**src/hw/rtl/cdq_pkg.sv**
```systemverilog
// Shared constants, codes and types of the circular deque.
package cdq_pkg;

	localparam int DEPTH_DEF = 1024;
	localparam int DATA_W    = 32;
	localparam int OP_W      = 3;
	localparam int STATUS_W  = 2;
	localparam int COUNT_W   = 10;

	localparam logic [OP_W-1:0] OP_PUSH_FRONT = 3'd0;
	localparam logic [OP_W-1:0] OP_PUSH_BACK  = 3'd1;
	localparam logic [OP_W-1:0] OP_POP_FRONT  = 3'd2;
	localparam logic [OP_W-1:0] OP_POP_BACK   = 3'd3;
	localparam logic [OP_W-1:0] OP_QUERY      = 3'd4;

	localparam logic [STATUS_W-1:0] STATUS_OK    = 2'd0;
	localparam logic [STATUS_W-1:0] STATUS_EMPTY = 2'd1;
	localparam logic [STATUS_W-1:0] STATUS_FULL  = 2'd2;

	typedef enum logic [2:0] {
		KIND_PUSH_FRONT,
		KIND_PUSH_BACK,
		KIND_POP_FRONT,
		KIND_POP_BACK,
		KIND_QUERY
	} kind_t;

	typedef struct packed {
		kind_t             kind;
		logic [DATA_W-1:0] value;
	} cmd_t;

endpackage

```
**src/hw/rtl/cdq_cmd_q.sv**
```systemverilog
// Two-entry command queue between the front end and the execution unit.
module cdq_cmd_q import cdq_pkg::*; (
	input  logic clk,
	input  logic arst_n,
	input  logic in_valid,
	input  cmd_t in_cmd,
	output logic in_ready,
	output logic out_valid,
	output cmd_t out_cmd,
	input  logic out_ready
);

	cmd_t       slot_q [2];
	logic       wr_q;
	logic       rd_q;
	logic [1:0] fill_q;
	logic       push;
	logic       pop;

	assign in_ready  = (fill_q != 2'd2);
	assign out_valid = (fill_q != 2'd0);
	assign out_cmd   = slot_q[rd_q];
	assign push      = in_valid && in_ready;
	assign pop       = out_valid && out_ready;

	always_ff @(posedge clk or negedge arst_n) begin
		if (!arst_n) begin
			wr_q   <= 1'b0;
			rd_q   <= 1'b0;
			fill_q <= 2'd0;
		end else begin
			if (push) begin
				wr_q <= ~wr_q;
			end
			if (pop) begin
				rd_q <= ~rd_q;
			end
			case ({push, pop})
				2'b10:   fill_q <= fill_q + 2'd1;
				2'b01:   fill_q <= fill_q - 2'd1;
				default: fill_q <= fill_q;
			endcase
		end
	end

	always_ff @(posedge clk) begin
		if (push) begin
			slot_q[wr_q] <= in_cmd;
		end
	end

endmodule

```
**config.mk**
```make
export PLATFORM = sky130hd
export DESIGN_NAME = cdq_cmd_q
export DESIGN_NICKNAME = d
export VERILOG_FILES = /design/src/hw/rtl/cdq_pkg.sv /design/src/hw/rtl/cdq_cmd_q.sv
export SDC_FILE = /design/constraint.sdc
export NUM_CORES = 1
export LEC_CHECK = 0
export BUFFER_PORTS_ARGS = -buffer_cell sky130_fd_sc_hd__buf_4
export CORE_ASPECT_RATIO = 0.6
export CORE_MARGIN = 1
export CORE_UTILIZATION = 51
export DETAILED_ROUTE_END_ITERATION = 8
export GPL_ROUTABILITY_DRIVEN = 0
export HOLD_SLACK_MARGIN = 0.15
export PLACE_DENSITY = 0.78
export SYNTH_ARGS = -nofsm -noshare
export SYNTH_HDL_FRONTEND = slang
export SYNTH_SLANG_ARGS = --single-unit
```
**constraint.sdc**
```tcl
create_clock -name clk -period 3.7 [get_ports clk]
set_clock_uncertainty 0.1 [all_clocks]
set_input_delay 0.185 -clock clk [delete_from_list [all_inputs] [get_ports clk]]
set_output_delay 0.185 -clock clk [all_outputs]
set_load 0.005 [all_outputs]
```
==> flow_summary_export.csv, run 1 <==
group,metric,value,unit
clock_network,clock_latency,330,ps
sta,slew_violations,0,
worst_setup_path,rr_endpoint,"slot_q[0][14]$_DFFE_PP_",
logic_synthesis,syn-num-nets,166,
grt,grt_pass1_wl,7.320,mm
clock_network,root_buffer,"clkbuf_8",
status,status,"finished, final reports clean",
logic_synthesis,synth-compound-area-share,0,%
pwr,p_per_area,672.8,nW/um^2
grt,grt_pass1_vias,1594,
route,via_count,1499,
floorplanning,die_x,96.63,um
sta,max_freq,403.6,MHz
floorplanning,die_h,58.78,um
clock_network,numCtsBuffers,9,
pwr,peakVddDrop,0.0004074,V
worst_setup_path,crit_fanout,23,
layout,fillCellCount,279,
logic_synthesis,synthAdderAreaFrac,0.4566,%
sta,maxSlewHeadroom,34.67,%
worst_setup_path,startpoint,"rd_q$_DFFE_PN0P_",
place,place_inst,264,
logic_synthesis,synth-simple-area-share,1.416,%
hold_path,hold_path_class,"reg -> reg",
layout,fin_cells,319,
route,wl,4.709,mm
grt,grt_max_degree,36,
pwr,p_clk_share,21.3,%
layout,n_antenna_cell,0,
grt,grt_usage,17.76,%
pwr,intPower,1.953,mW
layout,area_growth,43.52,%
floorplanning,initial_core_util,53.68,%
worst_setup_path,critical_path_class,"reg -> out",
logic_synthesis,synth-seq-cells,74,
sta,tightest_slew,977.6,ps
pwr,switching_share,26.18,%
pwr,p_comb_share,31.2,%
sta,finalSetupViolCount,0,
logic_synthesis,synthesis.instances,126,
worst_setup_path,regToRegStartpoint,"fill_q[0]$_DFFE_PN0P_",
logic_synthesis,syn_avg_cell_area,21.75,um^2
sta,rsz0062_at_grt,"no",
logic_synthesis,yosysSeqAreaShare,80.37,%
layout,final_common_cell,"buf_4",
route,avgRoutedWirePerCell,14.76,um
pwr,p_total,2.646,mW
worst_setup_path,r2r_setup_slack,1670,ps
worst_setup_path,cp-endpoint,"out_cmd[12]",
pwr,seqPwrFrac,47.4,%
layout,drive_gt1_share,50.20,%
floorplanning,io_pins,76,
floorplanning,core-area,5105,um^2
logic_synthesis,syn_area,2740,um^2
pwr,switching_power,0.6926,mW
route,ant_nets,0,
layout,layout_common_cells,"buf_4 (76), edfxtp_1 (70), dlygate4sd3_1 (39)",
logic_synthesis,ys_warn_count,0,
clock_network,cts.clk_slew.worst_paths,70,ps
grt,antenna_found_initial,0,
logic_synthesis,synth_xor_xnor_area_share,1.598,%
pwr,p_leak,1.498,nW
floorplanning,die-area,5679,um^2
sta,fin_crit_sh,66.96,%
clock_network,h-tree-depth,3,
floorplanning,rows,20,
route,drc,0,
worst_setup_path,crit_path_end_kind,"output pin",
clock_network,clock_sinks,74,
clock_network,ctsResizeCount,0,
place,place_area,3357,um^2
worst_setup_path,cp.required,3410,ps
worst_setup_path,arrival,2190,ps
sta,finalHoldViolCount,0,
route,drt_iter0_markers,53,
clock_network,cts_buffer_depth,2,
route,vias_per_cell,4.699,
worst_setup_path,reg2reg_depth,3,
worst_setup_path,cp-start-kind,"flip-flop",
logic_synthesis,synth_top_family_by_area,"multiplexers",
route,drt-pass1-iter-count,4,
sta,setup_tns,0,ps
layout,design_area,3933,um^2
place,portBuffers,75,
grt,grt-ovfl-total,0,
clock_network,cts_tree,"done",
sta,finalCriticalPeriod,2478,ps
logic_synthesis,synthMuxAreaShare,14.52,%
layout,final_nets,288,
logic_synthesis,ys_types,14,
job,cap_viol_max_count,0,
power by group through the flow:
stage	sequential [mW]	clock [mW]	combinational, mW
after global placement	1.26	0	0.771
after global routing	1.28	0.612	0.890
after detailed placement	1.27	0	0.798
final	1.26	0.565	0.826
after floorplan	1.21	0	0.492
after CTS	1.26	0.578	0.837
worst min path at each step:
stage / startpoint / end / slack, ps / cells after the start
2_1_floorplan: arst_n / fill_q[0]$_DFFE_PN0P_ / -210 / 0
4_1_cts: fill_q[1]$_DFFE_PN0P_ / fill_q[1]$_DFFE_PN0P_ / 410 / 1
3_3_place_gp: arst_n / fill_q[1]$_DFFE_PN0P_ / -120 / 1
3_5_place_dp: arst_n / wr_q$_DFFE_PN0P_ / -120 / 1
6_report: fill_q[1]$_DFFE_PN0P_ / fill_q[1]$_DFFE_PN0P_ / 420 / 1
5_1_grt: fill_q[1]$_DFFE_PN0P_ / fill_q[1]$_DFFE_PN0P_ / 430 / 1
layout make-up:
| cell class | count | area [um^2] | area share, % |
|---|---|---|---|
| clock buffer | 10 | 127.6 | 3.245 |
| clock inverter | 6 | 57.56 | 1.464 |
| multi-input combinational | 48 | 501.7 | 12.76 |
| sequential | 74 | 2202 | 56.00 |
| tap | 66 | 82.58 | 2.100 |
| timing repair buffer | 115 | 960.9 | 24.44 |
registers in the layout, summed over array words and instances (netlist names):
register  flops
slot_q       70
fill_q        2
rd_q          1
wr_q          1
layer usage:
layer	share of wire (%)	GRT usage, %
met1	42	20.39
met2	51	31.09
met3	6.9	7.720
met4	0.55	5.117
met5	0	0
synthesized netlist by cell type, drive strengths merged:
cell	number	area [um^2]
or2	1	6.260
edfxtp	70	2102
xor2	2	17.52
nand2b	1	6.260
xnor2	3	26.28
buf	4	45.04
and3	1	6.260
nor2	2	7.510
mux2	35	397.9
dfrtp	4	100.1
nand2	1	3.750
ha	1	12.51
and2	1	8.760
worst max-delay path, stage by stage (launching register included):
cell	delay (ps)
dfrtp_1	980
buf_4	370
mux2_2	370
buf_4	140
per-stage QoR:
stage	worst slack [ps]	utilization [%]	hold slack, ps
floorplan	1038	-	-210.6
detailed placement	1561	65.76	-117.3
CTS	1185	77.03	413.1
finish	1222	77.03	416.0
global route	1098	77.03	427.3
global placement	1618	65.76	-119.4
cell families after synthesis:
group,count (synthesis)
xor+xnor,5
fa+ha+maj,1
buf+inv,4
flops,74
mux,35
simple gates,7
what timing repair did:
action | 4_1_cts | 5_1_grt
hold buffers | 39 | 0
setup buffers | 0 | 0
hold endpoints to repair | 76 | 0
(Power assumes the default switching activity.)
==> run 2, diff against run 1 <==
==> constraint.sdc (replaced) <==
create_clock -name clk -period 2.5 [get_ports clk]
set_clock_uncertainty 0.1 [all_clocks]
set_input_delay 0.125 -clock clk [delete_from_list [all_inputs] [get_ports clk]]
set_output_delay 0.125 -clock clk [all_outputs]
set_load 0.005 [all_outputs]
==> flow_summary_export.csv, run 2 (synthesis gave the netlist of run 1 again) <==
group,metric,value,unit
place,portBuffers,75,
route,avgRoutedWirePerCell,15.43,um
worst_setup_path,cp.required,2350,ps
worst_setup_path,rr_endpoint,"slot_q[1][4]$_DFFE_PP_",
worst_setup_path,reg2reg_depth,2,
pwr,p_per_area,998.3,nW/um^2
place,place_inst,266,
grt,grt_pass1_wl,7.679,mm
route,via_count,1517,
sta,finalHoldViolCount,0,
job,cap_viol_max_count,0,
pwr,p_comb_share,33.9,%
route,ant_nets,0,
layout,largest_register_ffs,70,
floorplanning,die_x,96.63,um
grt,grt_pass1_vias,1604,
grt,antenna_found_initial,0,
clock_network,cts_buffer_depth,2,
clock_network,hold_buffers,39,
clock_network,ctsResizeCount,0,
sta,finalCriticalPeriod,1823,ps
route,drc,0,
clock_network,h-tree-depth,3,
sta,rsz0062_at_grt,"no",
worst_setup_path,startpoint,"fill_q[0]$_DFFE_PN0P_",
status,status,"finished, final reports clean",
layout,regMostFlops,"slot_q",
sta,slew_violations,0,
clock_network,clock_latency,320,ps
sta,max_freq,548.4,MHz
sta,maxSlewHeadroom,44.50,%
floorplanning,core-area,5105,um^2
layout,fillCellCount,302,
layout,final_common_cell,"buf_4",
grt,grt-ovfl-total,0,
sta,finalSetupViolCount,0,
worst_setup_path,critical_path_class,"reg -> reg",
sta,tightest_slew,832.5,ps
layout,area_growth,44.16,%
place,dpl.hpwl,3.039,mm
clock_network,cts_tree,"done",
floorplanning,die_h,58.78,um
pwr,p_leak,1.515,nW
clock_network,post-cts-setup-buffers,0,
route,wl,4.939,mm
layout,final_nets,290,
pwr,intPower,2.915,mW
worst_setup_path,crit_fanout,35,
floorplanning,die-area,5679,um^2
clock_network,clock_sinks,74,
worst_setup_path,regToRegStartpoint,"fill_q[0]$_DFFE_PN0P_",
grt,grt_usage,18.78,%
clock_network,cts.clk_slew.worst_paths,70,ps
floorplanning,initial_core_util,53.68,%
layout,layout_common_cells,"buf_4 (77), edfxtp_1 (70), dlygate4sd3_1 (39)",
grt,grt_max_degree,36,
route,vias_per_cell,4.741,
pwr,p_clk_share,20.8,%
pwr,switching_share,26.06,%
hold_path,hold_path_startpoint,"fill_q[1]$_DFFE_PN0P_",
floorplanning,rows,20,
sta,setup_tns,0,ps
layout,final_util,77.38,%
clock_network,root_buffer,"clkbuf_8",
route,drt_iter0_markers,61,
sta,hold_slack,417.5,ps
layout,fin_cells,320,
hold_path,min_path_cells,1,
pwr,switching_power,1.028,mW
hold_path,min_to,"fill_q[1]$_DFFE_PN0P_",
pwr,seqPwrFrac,45.3,%
layout,reg_top3,"slot_q x70, fill_q x2",
layout,n_antenna_cell,0,
worst_setup_path,arrival,1670,ps
hold_path,hold_path_class,"reg -> reg",
clock_network,numCtsBuffers,9,
sta,fin_crit_sh,72.94,%
layout,drive_gt1_share,50.39,%
pwr,peakVddDrop,0.0007530,V
worst_setup_path,crit_path_end_kind,"flip-flop",
pwr,p_total,3.943,mW
worst_setup_path,cp-start-kind,"flip-flop",
worst_setup_path,r2r_setup_slack,680,ps
floorplanning,io_pins,76,
route,drt-pass1-iter-count,4,
[run 2: how the worst max path moves through the flow]
| stage | cells past startpoint | slack, ps | to |
|---|---|---|---|
| after global routing | 2 | 560 | slot_q[1][21]$_DFFE_PP_ |
| after global placement | 2 | 750 | slot_q[1][13]$_DFFE_PP_ |
| after CTS | 2 | 630 | slot_q[1][29]$_DFFE_PP_ |
| after floorplan | 3 | 410 | slot_q[0][0]$_DFFE_PP_ |
| final | 2 | 680 | slot_q[1][4]$_DFFE_PP_ |
| after detailed placement | 2 | 650 | slot_q[1][14]$_DFFE_PP_ |
[run 2: layer usage]
| layer | part of all wire (%) | track usage (%) | wire, um |
|---|---|---|---|
| met5 | 0 | 0 | 0 |
| met3 | 5.5 | 6.888 | 270 |
| met2 | 47 | 31.09 | 2334 |
| met1 | 46 | 23.01 | 2262 |
| met4 | 1.5 | 7.676 | 72 |
[run 2: power groups by stage]
stage	Sequential, mW	Combinational, mW	Clock, mW
2_1_floorplan	1.79	0.730	0
3_3_place_gp	1.79	1.26	0
3_5_place_dp	1.81	1.29	0
4_1_cts	1.79	1.35	0.840
5_1_grt	1.81	1.44	0.875
6_report	1.79	1.34	0.818
[run 2: area by class of cell]
cell class              count  area, um^2  area share [%]
well taps                  66       82.58           2.091
clock buffers              11       131.4           3.326
clock inverters             4       43.79           1.109
multi-input cells          48       501.7           12.70
flip-flops and latches     74        2202           55.75
repair buffers            117       988.4           25.02
[run 2: through the flow]
step,instance area (um^2),setup WS (ps)
after CTS,3950,634.8
final,3950,676.5
after detailed placement,3385,646.5
after global routing,3950,563.2
after floorplan,2743,414.4
after global placement,3385,753.9
[run 2: critical path, stage by stage, from the launching register on]
cell      delay, ps
dfrtp_1         410
nand2b_1        170
and3_2          760
